==> src/design/rgbgd_pkg.sv <==
`default_nettype none

package rgbgd_pkg;

    localparam int DEF_MAX_WIDTH = 64;

    localparam int WIDTH_W  = 7;
    localparam int HEIGHT_W = 12;

    localparam int CFG_IDX_W  = 1;
    localparam int CFG_DATA_W = 12;

    localparam logic [CFG_IDX_W-1:0] REG_FRAME_WIDTH  = 1'd0;
    localparam logic [CFG_IDX_W-1:0] REG_FRAME_HEIGHT = 1'd1;

    localparam logic [WIDTH_W-1:0]  RESET_FRAME_WIDTH  = 7'd32;
    localparam logic [HEIGHT_W-1:0] RESET_FRAME_HEIGHT = 12'd32;

    typedef struct packed {
        logic [7:0] red;
        logic [7:0] green;
        logic [7:0] blue;
    } t_pixel;

    typedef struct packed {
        logic [7:0] gray_average;
        logic       frame_last;
    } t_result;

    // Position of one pixel in the frame; active marks the even part of the frame
    typedef struct packed {
        logic active;
        logic odd_col;
        logic odd_row;
        logic last;
    } t_pos;

    function automatic logic [7:0] gray_of(input t_pixel px);
        logic [8:0] sum;
        sum = {3'b0, px.red[7:2]} + {5'b0, px.red[7:4]} + {2'b0, px.green[7:1]}
            + {5'b0, px.green[7:4]} + {4'b0, px.blue[7:3]};
        return sum[7:0];
    endfunction

endpackage

`default_nettype wire

==> src/design/rgbgd_pair_mem.sv <==
`default_nettype none

module rgbgd_pair_mem import rgbgd_pkg::*; #(
    parameter int DEPTH = DEF_MAX_WIDTH / 2,
    parameter int AW    = (DEPTH > 1) ? $clog2(DEPTH) : 1
) (
    input  wire logic          i_clk,
    input  wire logic          i_we,
    input  wire logic [AW-1:0] i_waddr,
    input  wire logic [8:0]    i_wdata,
    input  wire logic          i_re,
    input  wire logic [AW-1:0] i_raddr,
    output logic      [8:0]    o_rdata
);

    logic [8:0] r_mem [DEPTH];
    logic [8:0] r_rdata;

    always_ff @(posedge i_clk) begin
        if (i_we) begin
            r_mem[i_waddr] <= i_wdata;
        end
    end

    always_ff @(posedge i_clk) begin
        if (i_re) begin
            r_rdata <= r_mem[i_raddr];
        end
    end

    assign o_rdata = r_rdata;

endmodule

`default_nettype wire

==> src/design/rgbgd_scan.sv <==
`default_nettype none

module rgbgd_scan import rgbgd_pkg::*; #(
    parameter int MAX_WIDTH = DEF_MAX_WIDTH,
    parameter int CW        = $clog2(DEF_MAX_WIDTH),
    parameter int PW        = $clog2(DEF_MAX_WIDTH / 2)
) (
    input  wire logic                  i_clk,
    input  wire logic                  i_rst_n,
    input  wire logic                  i_cfg_we,
    input  wire logic [CFG_IDX_W-1:0]  i_cfg_idx,
    input  wire logic [CFG_DATA_W-1:0] i_cfg_data,
    input  wire logic                  i_advance,
    output t_pos                       o_pos,
    output logic      [PW-1:0]         o_ptr
);

    localparam int CMPW = (CW + 1 > WIDTH_W) ? CW + 1 : WIDTH_W;

    logic [WIDTH_W-1:0]  r_frame_width;
    logic [HEIGHT_W-1:0] r_frame_height;
    logic [CW-1:0]       r_col, n_col;
    logic [HEIGHT_W-1:0] r_row, n_row;

    logic [WIDTH_W-1:0]  width_clamp;
    logic [WIDTH_W-1:0]  width_eff;
    logic [HEIGHT_W-1:0] height_eff;
    logic [WIDTH_W-1:0]  width_even;
    logic [HEIGHT_W-1:0] height_even;
    logic [CMPW-1:0]     col_ext;
    logic [CMPW-1:0]     col_inc;
    logic [HEIGHT_W:0]   row_inc;

    always_ff @(posedge i_clk) begin
        if (!i_rst_n) begin
            r_frame_width  <= RESET_FRAME_WIDTH;
            r_frame_height <= RESET_FRAME_HEIGHT;
        end else if (i_cfg_we) begin
            unique case (i_cfg_idx)
                REG_FRAME_WIDTH:  r_frame_width  <= i_cfg_data[WIDTH_W-1:0];
                REG_FRAME_HEIGHT: r_frame_height <= i_cfg_data[HEIGHT_W-1:0];
                default: ;
            endcase
        end
    end

    always_comb begin
        width_clamp = (CMPW'(r_frame_width) > CMPW'(MAX_WIDTH)) ? WIDTH_W'(MAX_WIDTH)
                                                                : r_frame_width;
        width_eff   = (width_clamp < WIDTH_W'(2)) ? WIDTH_W'(2) : width_clamp;
        height_eff  = (r_frame_height < HEIGHT_W'(2)) ? HEIGHT_W'(2) : r_frame_height;
        width_even  = {width_eff[WIDTH_W-1:1], 1'b0};
        height_even = {height_eff[HEIGHT_W-1:1], 1'b0};

        col_ext = CMPW'(r_col);
        col_inc = col_ext + CMPW'(1);
        row_inc = {1'b0, r_row} + (HEIGHT_W + 1)'(1);

        // wrap at the configured size, also when a new size leaves the count past it
        if (col_inc >= CMPW'(width_eff)) begin
            n_col = '0;
            n_row = (row_inc >= {1'b0, height_eff}) ? '0 : row_inc[HEIGHT_W-1:0];
        end else begin
            n_col = col_inc[CW-1:0];
            n_row = r_row;
        end
    end

    always_ff @(posedge i_clk) begin
        if (!i_rst_n) begin
            r_col <= '0;
            r_row <= '0;
        end else if (i_advance) begin
            r_col <= n_col;
            r_row <= n_row;
        end
    end

    assign o_pos.active  = (col_ext < CMPW'(width_even)) && (r_row < height_even);
    assign o_pos.odd_col = r_col[0];
    assign o_pos.odd_row = r_row[0];
    assign o_pos.last    = (col_ext == CMPW'(width_even) - CMPW'(1))
                        && (r_row == height_even - HEIGHT_W'(1));
    assign o_ptr         = PW'(r_col >> 1);

endmodule

`default_nettype wire

==> src/design/rgb_gray_downscale_2x2.sv <==
// RGB to gray conversion with 2x2 box downscale.
// Input channel: i_valid / o_stall carry one RGB pixel per transaction, in raster
// order. Output channel: o_valid / i_stall carry one averaged gray value per 2x2
// block, given at the block's bottom-right pixel; frame_last marks the frame's
// final block. All other pixels produce nothing.
// Config: i_cfg_we writes frame_width (index 0) or frame_height (index 1) from
// i_cfg_data; write only while no pixel is in flight.
// Throughput: one pixel per clock while o_stall is low. A result-bearing pixel
// passes the input register, then the result register. The pair-sum line buffer
// is a MAX_WIDTH/2 entry memory with one write and one registered read port, read
// at the accept edge and written when an odd-column pixel of an even row leaves
// the input stage.
// Reset (synchronous, active low) restores both sizes to 32, clears the row and
// column counters, the left-pixel hold and both valid flags; the line buffer
// is not cleared and needs no clearing pass.
// When i_stall holds the result, the input stage keeps taking pixels that give
// no result; o_stall rises only when the input stage holds a result-bearing
// pixel behind a stalled result.
`default_nettype none

module rgb_gray_downscale_2x2 import rgbgd_pkg::*; #(
    parameter int MAX_WIDTH = DEF_MAX_WIDTH
) (
    input  wire logic                  i_clk,
    input  wire logic                  i_rst_n,
    input  wire logic                  i_cfg_we,
    input  wire logic [CFG_IDX_W-1:0]  i_cfg_idx,
    input  wire logic [CFG_DATA_W-1:0] i_cfg_data,
    input  wire logic                  i_valid,
    output logic                       o_stall,
    input  wire t_pixel                i_pixel,
    output logic                       o_valid,
    input  wire logic                  i_stall,
    output t_result                    o_result
);

    localparam int CW         = (MAX_WIDTH > 2) ? $clog2(MAX_WIDTH) : 1;
    localparam int PAIR_DEPTH = MAX_WIDTH / 2;
    localparam int PW         = (PAIR_DEPTH > 1) ? $clog2(PAIR_DEPTH) : 1;

    logic          r_a_valid;
    t_pixel        r_a_pix;
    t_pos          r_a_pos;
    logic [PW-1:0] r_a_ptr;
    logic [7:0]    r_left;
    logic          r_o_valid;
    t_result       r_o_result;

    t_pos          scan_pos;
    logic [PW-1:0] scan_ptr;
    logic [8:0]    upper_pair;
    logic          accept;
    logic          a_emit;
    logic          a_advance;
    logic          out_free;
    logic          pair_we;
    logic [7:0]    gray;
    logic [8:0]    pair;
    logic [9:0]    block_sum;

    rgbgd_scan #(
        .MAX_WIDTH (MAX_WIDTH),
        .CW        (CW),
        .PW        (PW)
    ) u_scan (
        .i_clk      (i_clk),
        .i_rst_n    (i_rst_n),
        .i_cfg_we   (i_cfg_we),
        .i_cfg_idx  (i_cfg_idx),
        .i_cfg_data (i_cfg_data),
        .i_advance  (accept),
        .o_pos      (scan_pos),
        .o_ptr      (scan_ptr)
    );

    rgbgd_pair_mem #(
        .DEPTH (PAIR_DEPTH),
        .AW    (PW)
    ) u_pair_mem (
        .i_clk   (i_clk),
        .i_we    (pair_we),
        .i_waddr (r_a_ptr),
        .i_wdata (pair),
        .i_re    (accept),
        .i_raddr (scan_ptr),
        .o_rdata (upper_pair)
    );

    always_comb begin
        gray      = gray_of(r_a_pix);
        pair      = {1'b0, r_left} + {1'b0, gray};
        block_sum = {1'b0, upper_pair} + {1'b0, pair};

        a_emit    = r_a_pos.active && r_a_pos.odd_col && r_a_pos.odd_row;
        out_free  = !r_o_valid || !i_stall;
        a_advance = r_a_valid && (!a_emit || out_free);
        pair_we   = a_advance && r_a_pos.active && r_a_pos.odd_col && !r_a_pos.odd_row;
        o_stall   = r_a_valid && !a_advance;
        accept    = i_valid && !o_stall;
    end

    always_ff @(posedge i_clk) begin
        if (!i_rst_n) begin
            r_a_valid <= 1'b0;
        end else if (accept) begin
            r_a_valid <= 1'b1;
        end else if (a_advance) begin
            r_a_valid <= 1'b0;
        end
    end

    always_ff @(posedge i_clk) begin
        if (accept) begin
            r_a_pix <= i_pixel;
            r_a_pos <= scan_pos;
            r_a_ptr <= scan_ptr;
        end
    end

    // hold the even-column gray value for the pair that follows
    always_ff @(posedge i_clk) begin
        if (!i_rst_n) begin
            r_left <= '0;
        end else if (a_advance && r_a_pos.active && !r_a_pos.odd_col) begin
            r_left <= gray;
        end
    end

    always_ff @(posedge i_clk) begin
        if (!i_rst_n) begin
            r_o_valid <= 1'b0;
        end else if (a_advance && a_emit) begin
            r_o_valid <= 1'b1;
        end else if (!i_stall) begin
            r_o_valid <= 1'b0;
        end
    end

    always_ff @(posedge i_clk) begin
        if (a_advance && a_emit) begin
            r_o_result.gray_average <= block_sum[9:2];
            r_o_result.frame_last   <= r_a_pos.last;
        end
    end

    assign o_valid  = r_o_valid;
    assign o_result = r_o_result;

endmodule

`default_nettype wire

==> config.mk <==
export PLATFORM = sky130hd
export DESIGN_NAME = rgb_gray_downscale_2x2
export DESIGN_NICKNAME = d
export VERILOG_FILES = /design/src/design/rgbgd_pkg.sv /design/src/design/rgbgd_pair_mem.sv /design/src/design/rgbgd_scan.sv /design/src/design/rgb_gray_downscale_2x2.sv
export SDC_FILE = /design/constraint.sdc
export NUM_CORES = 1
export LEC_CHECK = 0
export BUFFER_PORTS_ARGS = -buffer_cell sky130_fd_sc_hd__buf_2
export CAP_MARGIN = 15
export CORE_MARGIN = 2
export CORE_UTILIZATION = 30
export CTS_CLUSTER_DIAMETER = 50
export CTS_CLUSTER_SIZE = 25
export DETAILED_ROUTE_END_ITERATION = 12
export PLACE_DENSITY = 0.54
export SYNTH_ARGS = -nofsm -noshare
export SYNTH_HDL_FRONTEND = slang
export SYNTH_SLANG_ARGS = --single-unit
==> constraint.sdc <==
create_clock -name i_clk -period 7.6 [get_ports i_clk]
set_input_delay 0.76 -clock i_clk [delete_from_list [all_inputs] [get_ports i_clk]]
set_output_delay 0.76 -clock i_clk [all_outputs]
set_load 0.03 [all_outputs]
== Yosys cells after proc, flatten, opt, wreduce, memory -nomap -nowiden ==
Memories as Yosys holds them, arrays and structs flattened. A register that Yosys moved wholly into a read port is not among the register bits.
Cells that the tools add are included.

* Input bits: 42
* Logic and storage cells: 75
* Output and inout port bits: 11
* Bits in registers: 89
* Memory bits (writable): 288
* Memories: 1

{| class="wikitable"
|+ Memory list
! name !! depth !! width !! rd ports !! clocked after memory_dff !! write ports !! RTL line !! source
|-
| u_pair_mem.r_mem || 32 || 9 || 1 || 1 || 1 || rgbgd_pair_mem.sv:16 || <nowiki>logic [8:0] r_mem [DEPTH];</nowiki>
|}

* Reductions and logical operators: 25
* Multiplexer cells: 11
* Bitwise gates (word level): 1
* $add $sub $neg: 10
* Order comparisons: 7
* Equality and inequality tests: 3

{| class="wikitable"
|+ Operators by type and width
! kind !! number
|-
| $mux W12 || 2
|-
| $mux W7 || 2
|-
| $add A12 B1 Y13 const B || 1
|-
| $ge A13 B12 Y1 || 1
|-
| $eq A12 B12 Y1 || 1
|-
| $logic_and A1 B1 Y1 || 12
|-
| $lt A12 B12 Y1 || 1
|-
| $lt A12 B2 Y1 const B || 1
|-
| $sub A12 B1 Y12 const B || 1
|-
| $add A9 B9 Y10 || 1
|-
| $add A8 B8 Y9 || 1
|-
| $add A7 B7 Y8 || 1
|-
| $add A8 B4 Y8 || 1
|-
| $add A8 B5 Y8 || 1
|-
| $add A6 B1 Y7 const B || 1
|-
| $add A6 B4 Y7 || 1
|-
| $eq A6 B7 Y1 || 1
|-
| $ge A7 B7 Y1 || 1
|-
| $gt A7 B7 Y1 const B || 1
|-
| $logic_not A1 Y1 || 7
|-
| $lt A6 B7 Y1 || 1
|-
| $lt A7 B2 Y1 const B || 1
|-
| $sub A7 B1 Y7 const B || 1
|-
| $mux W1 || 6
|-
| 6 further kinds || 9
|}

== Logic depth before layout (Yosys ltp) ==
Gate-level depths: netlist of the first run.

* Depth in word-level cells: 10
* Gate-level depth with buffers: 23
* Gate-level depth less buffers: 23

== By module ==
From an unflattened synthesis of the first run, not the netlist that was laid out.

* Cell total of the unflattened synthesis: 1045
* Area total of the unflattened synthesis: 17061.4 µm²

{| class="wikitable"
|+ By module, submodules not included
! module !! cells each !! instances !! sequential area each (µm²) !! area each (µm²)
|-
| rgbgd_pair_mem || 463 || 1 || 8918.6 || 11372.2
|-
| rgbgd_scan || 363 || 1 || 740.7 || 2982.9
|-
| rgb_gray_downscale_2x2 || 219 || 1 || 1281.2 || 2706.3
|}

== Worst setup path after synthesis of the first run ==
Ideal clock, no wire load.

* Path kind: register to register
* From: register r_a_pix[4] (netlist name)
* To: register r_o_result, in the netlist o_result[8] (data pin)
* Path slack: 1.764 ns
* Arrival: 5.579 ns
* Clock period less this slack: 5.836 ns
* Buffers on the path: 0
* Data required time: 7.343 ns
* Stages on the path, launching flop included: 18
* Setup time: 0.257 ns
* Cells stage by stage: edfxtp_1 > fa_1 > fa_1 > fa_1 > ha_1 > fa_1 > a21o_1 > a21oi_1 > xnor2_1 > ha_1 > xnor2_1 > ha_1 > and3_1 > a21oi_1 > o21ai_1 > o31a_1 > o21ai_0 > nand2b_1

* Word-level cells in the longest chain between the ends: 3

{| class="wikitable"
|+ Ends and longest elaborated chain
! what !! RTL line !! source
|-
| start: declaration || rgb_gray_downscale_2x2.sv:42 || <nowiki>t_pixel r_a_pix;</nowiki>
|-
| start signal: assignment || rgb_gray_downscale_2x2.sv:114 || <nowiki>r_a_pix <= i_pixel;</nowiki>
|-
| $add A8 B5 Y8 || rgbgd_pkg.sv:41 || <nowiki>+ {5'b0, px.green[7:4]} + {4'b0, px.blue[7:3]};</nowiki>
|-
| net gray[5] || rgb_gray_downscale_2x2.sv:57 || <nowiki>logic [7:0] gray;</nowiki>
|-
| $add A8 B8 Y9 || rgb_gray_downscale_2x2.sv:91 || <nowiki>pair = {1'b0, r_left} + {1'b0, gray};</nowiki>
|-
| net pair[5] || rgb_gray_downscale_2x2.sv:58 || <nowiki>logic [8:0] pair;</nowiki>
|-
| $add A9 B9 Y10 || rgb_gray_downscale_2x2.sv:92 || <nowiki>block_sum = {1'b0, upper_pair} + {1'b0, pair};</nowiki>
|-
| net block_sum[9] || rgb_gray_downscale_2x2.sv:59 || <nowiki>logic [9:0] block_sum;</nowiki>
|-
| end: declaration || rgb_gray_downscale_2x2.sv:47 || <nowiki>t_result r_o_result;</nowiki>
|}

The timed path passes the listed nets, and every way through them passes these cells.
A chain may end at the register's enable or synchronous reset.

== Worst setup path in the final report of the first run ==
Ends and elaborated chain as after synthesis.

==> results of run 1 <==
==> cells in the mapped netlist (19+ instances only) <==
master,count,area (um2)
a21oi_1,30,150
inv_1,48,180
xnor2_1,35,307
o21ai_0,19,95.1
edfxtp_1,333,10000
nor2b_1,20,125
clkbuf_1,25,93.8
nand2_1,57,214
mux4_2,90,2030
ha_1,69,863
dfxtp_1,47,941
nor2_1,71,267
==> cells by family (layout without fill, tap and decap cells) <==
logic type / after synthesis / after routing / share of synthesized area
flops: 380 / 380 / 0.646
xor+xnor: 48 / 48 / 0.0248
buf+inv: 89 / 178 / 0.0229
compound gates: 123 / 123 / 0.0487
fa+ha+maj: 83 / 83 / 0.0675
simple gates: 207 / 207 / 0.0570
mux: 112 / 112 / 0.133
==> critical path, cell delays in order (launching register included) <==
cell and delay, ns:
edfxtp_1 0.41, fa_1 0.59, fa_1 0.45, fa_1 0.49, ha_1 0.24, fa_1 0.47, ha_1 0.35, a21oi_1 0.28
o21bai_1 0.11, a21oi_1 0.29, xnor2_2 0.15, buf_4 0.34, ha_1 0.35, and3_1 0.16, a21oi_1 0.13, o21ai_1 0.14
o31a_1 0.30, o21ai_0 0.15, nand2b_1 0.08
==> cells in the final DEF (no fill, tap or decap), types with 14 or more instances in the layout <==
master	Yosys	layout
dfxtp_1	47	44
edfxtp_1	333	333
fa_1	14	14
a21oi_1	30	30
clkbuf_16	0	37
buf_2	1	46
mux4_2	90	90
nor2b_1	20	20
nor2_1	71	71
inv_1	48	48
nand2_1	57	57
buf_4	2	14
ha_1	69	69
xnor2_1	35	30
o21ai_0	19	18
==> power by group through the flow <==
stage / sequential, mW / combinational (mW) / clock (mW)
3_3_place_gp: 2.91 / 1.38 / 0
5_1_grt: 2.87 / 1.57 / 2.12
3_5_place_dp: 2.91 / 1.44 / 0
4_1_cts: 2.86 / 1.45 / 2.04
6_report: 2.86 / 1.40 / 1.99
2_1_floorplan: 2.92 / 0.816 / 0
==> worst paths after layout <==
path              cells after the start   startpoint     endpoint  slack [ns]
setup / recovery                     18   r_a_pix[4]  o_result[8]        1.87
hold / removal                        1  i_pixel[15]  r_a_pix[15]        0.36
setup reg to reg                     18   r_a_pix[4]  o_result[8]        1.87
hold reg to reg                       0   r_a_pos[0]  o_result[0]        0.43
==> registers in the layout, summed over array words and instances, names as in the netlist <==
signal,cells
o_result,9
o_valid,1
r_a_pix,18
r_a_pos,4
r_a_ptr,5
r_a_valid,1
r_left,8
u_pair_mem.o_rdata,9
u_pair_mem.r_mem,288
u_scan.r_col,6
u_scan.r_frame_height,12
u_scan.r_frame_width,7
u_scan.r_row,12
==> area by class of cell <==
type | instances | area, um2
Clock buffer | 38 | 930
Clock inverter | 30 | 407
Fill cell | 5347 | 36600
Inverter | 50 | 188
Multi-Input combinational cell | 573 | 5660
Sequential cell | 380 | 10900
Tap cell | 756 | 946
Timing Repair Buffer | 60 | 335
==> routing by layer <==
metal	up-vias	wire, um
met3	53	1590
met4	0	784
met1	4574	17300
met2	169	16900
met5	-	0
li1	4143	-
==> through the flow <==
step | std cells | utilization | worst slack, ns | hold WS [ns] | power (mW)
floorplan | 1042 | - | 1.76 | 0.400 | 3.74
global placement | 1819 | 0.323 | 1.91 | 0.421 | 4.29
detailed placement | 1819 | 0.323 | 1.84 | 0.422 | 4.35
CTS | 1887 | 0.346 | 1.78 | 0.340 | 6.35
global route | 1887 | 0.346 | 1.44 | 0.346 | 6.55
finish | 1887 | 0.346 | 1.87 | 0.365 | 6.24
==> metrics.md, run 1 <==
| Metric | Value |
|---|---|
| RSZ-0062 raised after global routing | `false` |
| CTS Sinks | `380` |
| Share of layout cells above drive strength 1 | `0.216` |
| Final setup fails | `0` |
| DR vias/cell | `around 4.7` |
| Number of synthesized flops with an enable pin | `333` |
| Die Y | `242 um` |
| Synth warn | `0` |
| DRT Pass-1 Iters | `5` |
| Sequential area share after synthesis | `0.646` |
| I/O pins | `53` |
| Worst-skew pair later-pin latency | `0.58 ns` |
| Syn_nets | `1167` |
| Synth Flop Type | `edfxtp_1` |
| # nets final | `1227` |
| Seq pwr share | `0.458` |
| Fin area | `19400 um2` |
| Register clock-pin slew on the reported worst setup and hold paths | `0.07 ns` |
| Total GRT Usage | `0.126` |
| Mapped Area | `between 15000 and 20000 um2` |
| Sw Ratio | `0.309` |
| Pwr/cell area | `322 nW/um2` |
| Status | `completed` |
| Least-Margin Pin Slew | `0.988 ns` |
| Antenna violations before repair | `0` |
| Die width | `242 um` |
| Sw Pwr | `1.93 mW` |
| DRC | `0` |
| Detailed Route WL | `around 37000 um` |
| Average size of a mapped cell | `~16 um2` |
| Max Transition Viols Final | `0` |
| Worst Setup Start Kind | `flip-flop` |
| Post-CTS setup buffer count | `0` |
| Clock power share | `0.318` |
| Routed wire per std cell | `19.4 um` |
| CTS H-Tree Depth | `2` |
| Max_cap viols | `0` |
| Post-synth ARST share | `0` |
| Worst Path Arrival | `6.04 ns` |
| Placed cell area | `18100 um2` |
| Fin Clk Skew | `0.0259 ns` |
| Fmax | `~0.17 GHz` |
| Detailed Route Iter0 Violations | `663` |
| Total global routing overflow | `0` |
| Unique masters post-synth | `60` |
| Number of placement rows | `a little under 90` |
| CTS root buf | `clkbuf_16` |
| Synthesized flop and latch total | `380` |
| Routed Antenna Nets | `0` |
| Slew headroom | `0.341` |
| Number of global-route vias before repair | `~9000` |
| Comb power frac | `0.224` |
| Element type at the critical path end | `flip-flop` |
| GR Util met2 | `0.194` |
| # hold bufs at CTS | `0` |
| Hold Path Class | `in -> reg` |
| Port-buffer cells | `46` |
| Gr busiest metal | `met2` |
| Total CTS buffers | `37` |
| Post-synthesis cell count | `1042` |
| Core area | `56100 um2` |
| DIE AREA | `58400 um2` |
| CTS tree | `yes` |
| Largest net degree at the start of global routing | `48` |
| WP data required | `7.91 ns` |
| Worst vdd ir | `approximately 0.17 mV` |
| Leak Pwr | `6.45 nW` |
| Crit share post-route | `0.754` |
| Post_cts resized | `0` |
| Minimum clock period | `~5.7 ns` |
| Final Wtd Congestion | `0.798` |
| Setup TNS | `0 ns` |
| Fin. Hold Viols | `0` |
| GRT met3 Usage | `0.0234` |
| Worst-path fanout max | `33` |
| Antenna cells | `0` |
| Grt met1 use | `0.180` |
| First-pass GRT wire length | `56500 um` |
| DR vias | `8939` |
| Post-DP HPWL | `23500 um` |
| Type of the worst setup path | `reg -> reg` |
| Clock buffer depth | `3` |
| Area Overhead vs Synth | `14.6%` |
| Initial Util | `0.302` |
| P_int | `4.32 mW` |
Note: power is estimated with default switching activity, not from simulation.
==> run 2: changes to the inputs <==
Clock period 7.6 ns to 5.4 ns, I/O delays scaled along.
==> run 2 against run 1 <==
Flip-flop and latch count did not move. Cell count rose by 0.48%. Critical path depth rose by 4. Global-route usage rose by 0.096 points. Worst setup slack got worse by 1.6 ns. Sequential share of layout area fell by 0.42 points. Via count rose by 0.94%. Largest power group unchanged. Fmax rose by 12%.
==> metrics.md, run 2 (same netlist as run 1, synthesis figures left out) <==
| Metric | Value |
|---|---|
| Status | `completed` |
| Commonest non-fill, non-tap cell in the layout | `edfxtp_1` |
| Detailed Route WL | `36800 um` |
| Number of global-route vias before repair | `9209` |
| Largest registers | `u_pair_mem.r_mem x288, r_a_pix x18` |
| Pwr/cell area | `456 nW/um2` |
| Type of the worst setup path | `reg -> reg` |
| Worst Hold Path Cells | `1` |
| Max Transition Viols Final | `0` |
| Share of layout cells above drive strength 1 | `0.234` |
| Initial Util | `0.302` |
| Worst Setup Start Kind | `flip-flop` |
| Post-DP HPWL | `between 20000 and 25000 um` |
| Register clock-pin slew on the reported worst setup and hold paths | `0.07 ns` |
| # nets final | `1235` |
| Most frequent cells in the layout | `edfxtp_1 (333), mux4_2 (90), nor2_1 (70)` |
| Antenna violations before repair | `0` |
| Fin Clk Skew | `0.0354 ns` |
| Worst flop-to-flop path endpoint | `o_result[8]` |
| Detailed Route Iter0 Violations | `just over 600` |
| Final Non-Filler Cells | `1896` |
| DRC | `0` |
| Hold Path Origin | `i_pixel[23]` |
| Worst-skew pair later-pin latency | `0.58 ns` |
| Number of placement rows | `87` |
| Minimum clock period | `5.14 ns` |
| DR vias/cell | `4.76` |
| Slew headroom | `0.289` |
| CTS root buf | `clkbuf_16` |
| First-pass GRT wire length | `56700 um` |
| Cells after DPL | `1822` |
| Worst-path fanout max | `3` |
| Routed Antenna Nets | `0` |
| DR vias | `9023` |
| Antenna cells | `0` |
| CTS H-Tree Depth | `2` |
| Hold Path Class | `in -> reg` |
| CTS Sinks | `380` |
| Element type at the critical path end | `flip-flop` |
| Clock buffer depth | `3` |
| Core area | `56100 um2` |
| DRT Pass-1 Iters | `5` |
| Worst Path Arrival | `5.45 ns` |
| Crit share post-route | `0.952` |
| Largest net degree at the start of global routing | `67` |
| Reg2reg start | `r_a_pix[5]` |
| FF-to-FF setup slack | `0.26 ns` |
| Fin. Hold Viols | `0` |
| DIE AREA | `about 58000 um2` |
| Final setup fails | `0` |
| CTS tree | `yes` |
| Reg with most FFs | `u_pair_mem.r_mem` |
| Die width | `242 um` |
| Total CTS buffers | `38` |
| Setup TNS | `0 ns` |
| Least-Margin Pin Slew | `1.07 ns` |
| Die Y | `242 um` |
| Max reg flops | `288` |
| Path depth of the worst reg2reg path | `22` |
| I/O pins | `53` |
| # hold bufs at CTS | `0` |
| Worst vdd ir | `0.305 mV` |
| Total GRT Usage | `0.127` |
| Hold_ws | `roughly 0.15 ns` |
| Max_cap viols | `0` |
| WP data required | `about 5.7 ns` |
| Worst setup path startpoint | `r_a_pix[5]` |
| Hold EP | `r_a_pix[23]` |
| Area Overhead vs Synth | `15.5%` |
| Routed wire per std cell | `19.4 um` |
| Port-buffer cells | `46` |
| Final Wtd Congestion | `around 0.74` |
| Total global routing overflow | `0` |
| Leak Pwr | `6.51 nW` |
| Fmax | `between 0.15 and 0.2 GHz` |
run 2: critical path, stage by stage, from the launching register on:
cell and delay [ns]:
edfxtp_1 0.32, inv_1 0.06, fa_1 0.56, inv_1 0.08, fa_1 0.50, inv_1 0.05
fa_1 0.50, inv_1 0.06, ha_1 0.29, a21o_1 0.17, a21oi_2 0.20, xnor2_2 0.11
ha_1 0.36, a21oi_1 0.09, buf_4 0.16, xnor2_4 0.23, ha_4 0.24, and3_1 0.15
a21oi_2 0.09, o21ai_1 0.09, o31a_1 0.36, o21ai_1 0.14, nand2b_1 0.07
run 2: final cells by class:
type,count,area (um2)
Multi-Input combinational cell,573,5740
Timing Repair Buffer,67,408
Clock inverter,30,375
Inverter,50,188
Sequential cell,380,10900
Tap cell,756,946
Clock buffer,40,960
Fill cell,5296,36500
run 2: what timing repair did:
action / CTS / global route
resized for setup: 0 / 16
endpoints found under the hold margin: 0 / 0
setup endpoints to repair: 0 / 4
buffers inserted: 0 / 3
run 2: per-stage QoR:
| step | worst slack [ns] | utilization | cell area [um2] | power, mW |
|---|---|---|---|---|
| detailed placement | 0.144 | 0.323 | 18100 | 6.14 |
| finish | 0.260 | 0.349 | 19600 | 8.91 |
| global placement | 0.210 | 0.323 | 18100 | 6.06 |
| CTS | 0.130 | 0.347 | 19400 | 8.92 |
| floorplan | 0.00665 | - | 17000 | 5.31 |
| global route | -0.0130 | 0.349 | 19600 | 9.36 |
run 2: how the worst max path moves through the flow:
stage,end,slack [ns]
floorplan,o_result[8],0.007
global placement,o_result[8],0.21
detailed placement,o_result[8],0.14
CTS,o_result[8],0.13
global route,o_result[7],-0.01
finish,o_result[8],0.26
run 2: where the power goes:
part           internal [mW]  switching, mW  total [mW]  leakage, nW
registers               3.98         0.0367        4.02         3.38
logic                  0.722           1.42        2.14         2.49
clock network           1.44           1.31        2.76        0.637
total                   6.15           2.77        8.91         6.51
run 2: metal layers:
layer | track usage | vias to the layer above | routed length, um
met5 | 0 | - | 0
met4 | 0.0373 | 0 | 844
met2 | 0.208 | 158 | 17800
met3 | 0.0250 | 47 | 1550
li1 | - | 4176 | -
met1 | 0.171 | 4642 | 16600
==> run 3: changes to the inputs <==
Settings changed: CTS_CLUSTER_SIZE 25 to 24, SETUP_SLACK_MARGIN set to 0.5.
==> run 3 against run 2 <==
Clock skew rose by 0.012 ns. Total power grew 2.5%. Combinational power rose by 14%. Cell area rose by 1.3%. Count of clock-buffer cells in the layout is 2 higher. Critical path type unchanged. Highest routed layer unchanged.
==> metrics.md, run 3 (same netlist as run 1, synthesis figures left out) <==
| Metric | Value |
|---|---|
| Status | `completed` |
| Worst Path Arrival | `5.24 ns` |
| WP data required | `between 5 and 6 ns` |
| Fin Clk Skew | `roughly 0.047 ns` |
| CTS Sinks | `380` |
| Antenna violations before repair | `1` |
| CTS H-Tree Depth | `2` |
| Routed Antenna Nets | `0` |
| Hold Path Class | `in -> reg` |
| Detailed Route WL | `approximately 37000 um` |
| Routed wire per std cell | `19.6 um` |
| CTS tree | `yes` |
| FF-to-FF setup slack | `0.45 ns` |
| Minimum clock period | `approximately 4.9 ns` |
| Die width | `242 um` |
| Worst Hold Path Cells | `1` |
| Total global routing overflow | `0` |
| Commonest non-fill, non-tap cell in the layout | `edfxtp_1` |
| Worst-skew pair later-pin latency | `0.58 ns` |
| Worst vdd ir | `0.422 mV` |
| Detailed Route Iter0 Violations | `between 500 and 600` |
| Least-Margin Pin Slew | `0.987 ns` |
| Worst Setup Start Kind | `flip-flop` |
| Largest registers | `u_pair_mem.r_mem x288, r_a_pix x18` |
| Worst-path fanout max | `4` |
| I/O pins | `53` |
| FF+latch area | `10900 um2` |
| Max reg flops | `about 290` |
| Hold_ws | `0.176 ns` |
| Hold EP | `r_a_pix[19]` |
| Share of layout cells above drive strength 1 | `0.257` |
| CTS root buf | `clkbuf_16` |
| Hold Path Origin | `i_pixel[19]` |
| # nets final | `roughly 1200` |
| DR vias | `about 9000` |
| Slew headroom | `0.340` |
| Initial Util | `0.302` |
| Core area | `between 50000 and 60000 um2` |
| DIE AREA | `slightly below 60000 um2` |
| Reg with most FFs | `u_pair_mem.r_mem` |
| # hold bufs at CTS | `0` |
| Pwr/cell area | `461 nW/um2` |
| DRC | `0` |
| Clock buffer depth | `3` |
| Worst flop-to-flop path endpoint | `o_result[7]` |
| Max_cap viols | `0` |
| Number of global-route vias before repair | `9183` |
| Area occupied by multi-input gates | `between 6000 and 7000 um2` |
| Area Overhead vs Synth | `16.9%` |
| Total CTS buffers | `38` |
| Path depth of the worst reg2reg path | `17` |
| First-pass GRT wire length | `56600 um` |
| Most frequent cells in the layout | `edfxtp_1 (333), mux4_2 (90), nor2_1 (69)` |
| Final setup fails | `0` |
| Number of placement rows | `87` |
| Final Wtd Congestion | `between 0.7 and 0.8` |
| Leak Pwr | `6.55 nW` |
| Worst setup margin | `around 0.45 ns` |
| Post-DP HPWL | `24200 um` |
| Die Y | `242 um` |
| Fin. Hold Viols | `0` |
| Element type at the critical path end | `flip-flop` |
| DR vias/cell | `4.74` |
| Port-buffer cells | `46` |
| Register clock-pin slew on the reported worst setup and hold paths | `0.07 ns` |
| Filler cells | `5273` |
| RSZ-0062 raised after global routing | `true` |
| Setup TNS | `0 ns` |
| DRT Pass-1 Iters | `5` |
| Total GRT Usage | `0.128` |
| Finished Core Util | `0.353` |
| Largest net degree at the start of global routing | `43` |
| Antenna cells | `0` |
| Fmax | `0.202 GHz` |
| Total Power | `9.14 mW` |
| Reg2reg start | `r_a_pix[4]` |
| Pre-CTS setup slack | `0.226 ns` |
| Crit share post-route | `0.916` |
| Type of the worst setup path | `reg -> reg` |
| Max Transition Viols Final | `0` |
run 3: changes by cell type in the layout (fill, tap and decap cells not counted), moves of 4 or more:
cell and delta:
buf_4 +4, inv_1 -5, clkinv_2 +4, ha_4 +11
a21oi_4 +4, inv_2 +5, ha_1 -10
run 3: final cells by class:
type / instances / share of cell area
Tap cell: 756 / 0.0477
Clock inverter: 27 / 0.0155
Inverter: 50 / 0.00947
Multi-Input combinational cell: 573 / 0.303
Clock buffer: 42 / 0.0488
Timing Repair Buffer: 72 / 0.0223
Sequential cell: 380 / 0.553
run 3: stage by stage:
step	cell area, um2	cells
6_report	19800	1900
5_1_grt	19800	1900
4_1_cts	19600	1894
3_5_place_dp	18200	1820
3_3_place_gp	18200	1820
2_1_floorplan	17100	1042
run 3: per-layer routing:
metal  vias to the layer above  share of wire  GRT usage
met3                        52          0.047     0.0299
li1                       4173              -          -
met1                      4613           0.45      0.168
met5                         -              0          0
met2                       163           0.48      0.208
met4                         0          0.027     0.0437
run 3: worst max path at each step:
stage	startpoint	cells after the start	slack (ns)	endpoint
floorplan	r_a_pix[4]	18	0.34	o_result[7]
global placement	r_a_pix[5]	23	0.27	o_result[7]
detailed placement	r_a_pix[5]	21	0.23	o_result[7]
CTS	r_a_pix[14]	23	0.42	o_result[7]
global route	r_a_pix[5]	22	0.30	o_result[7]
finish	r_a_pix[4]	17	0.45	o_result[7]
run 3: power breakdown:
| part | total (mW) | internal, mW | switching, mW |
|---|---|---|---|
| Clock | 2.68 | 1.45 | 1.22 |
| Sequential | 4.03 | 3.98 | 0.0526 |
| Combinational | 2.43 | 0.920 | 1.51 |
| Total | 9.14 | 6.36 | 2.78 |
run 3: critical path, stage by stage (launching register included):
cell and delay [ns]:
edfxtp_1 0.40, fa_1 0.59, fa_1 0.44, fa_1 0.45
ha_2 0.21, fa_2 0.60, ha_4 0.22, a21oi_4 0.17
o21bai_2 0.10, a21oi_4 0.21, xnor2_4 0.16, ha_4 0.24
and3_4 0.15, a21oi_2 0.12, o21ai_2 0.09, o31a_1 0.36
nor2_2 0.10, xnor2_1 0.10
run 3: timing repair:
action / in CTS / in global routing
buffers inserted: 5 / 6
resized for setup: 20 / 17
pin swaps: 31 / 25
setup endpoints to repair: 4 / 16
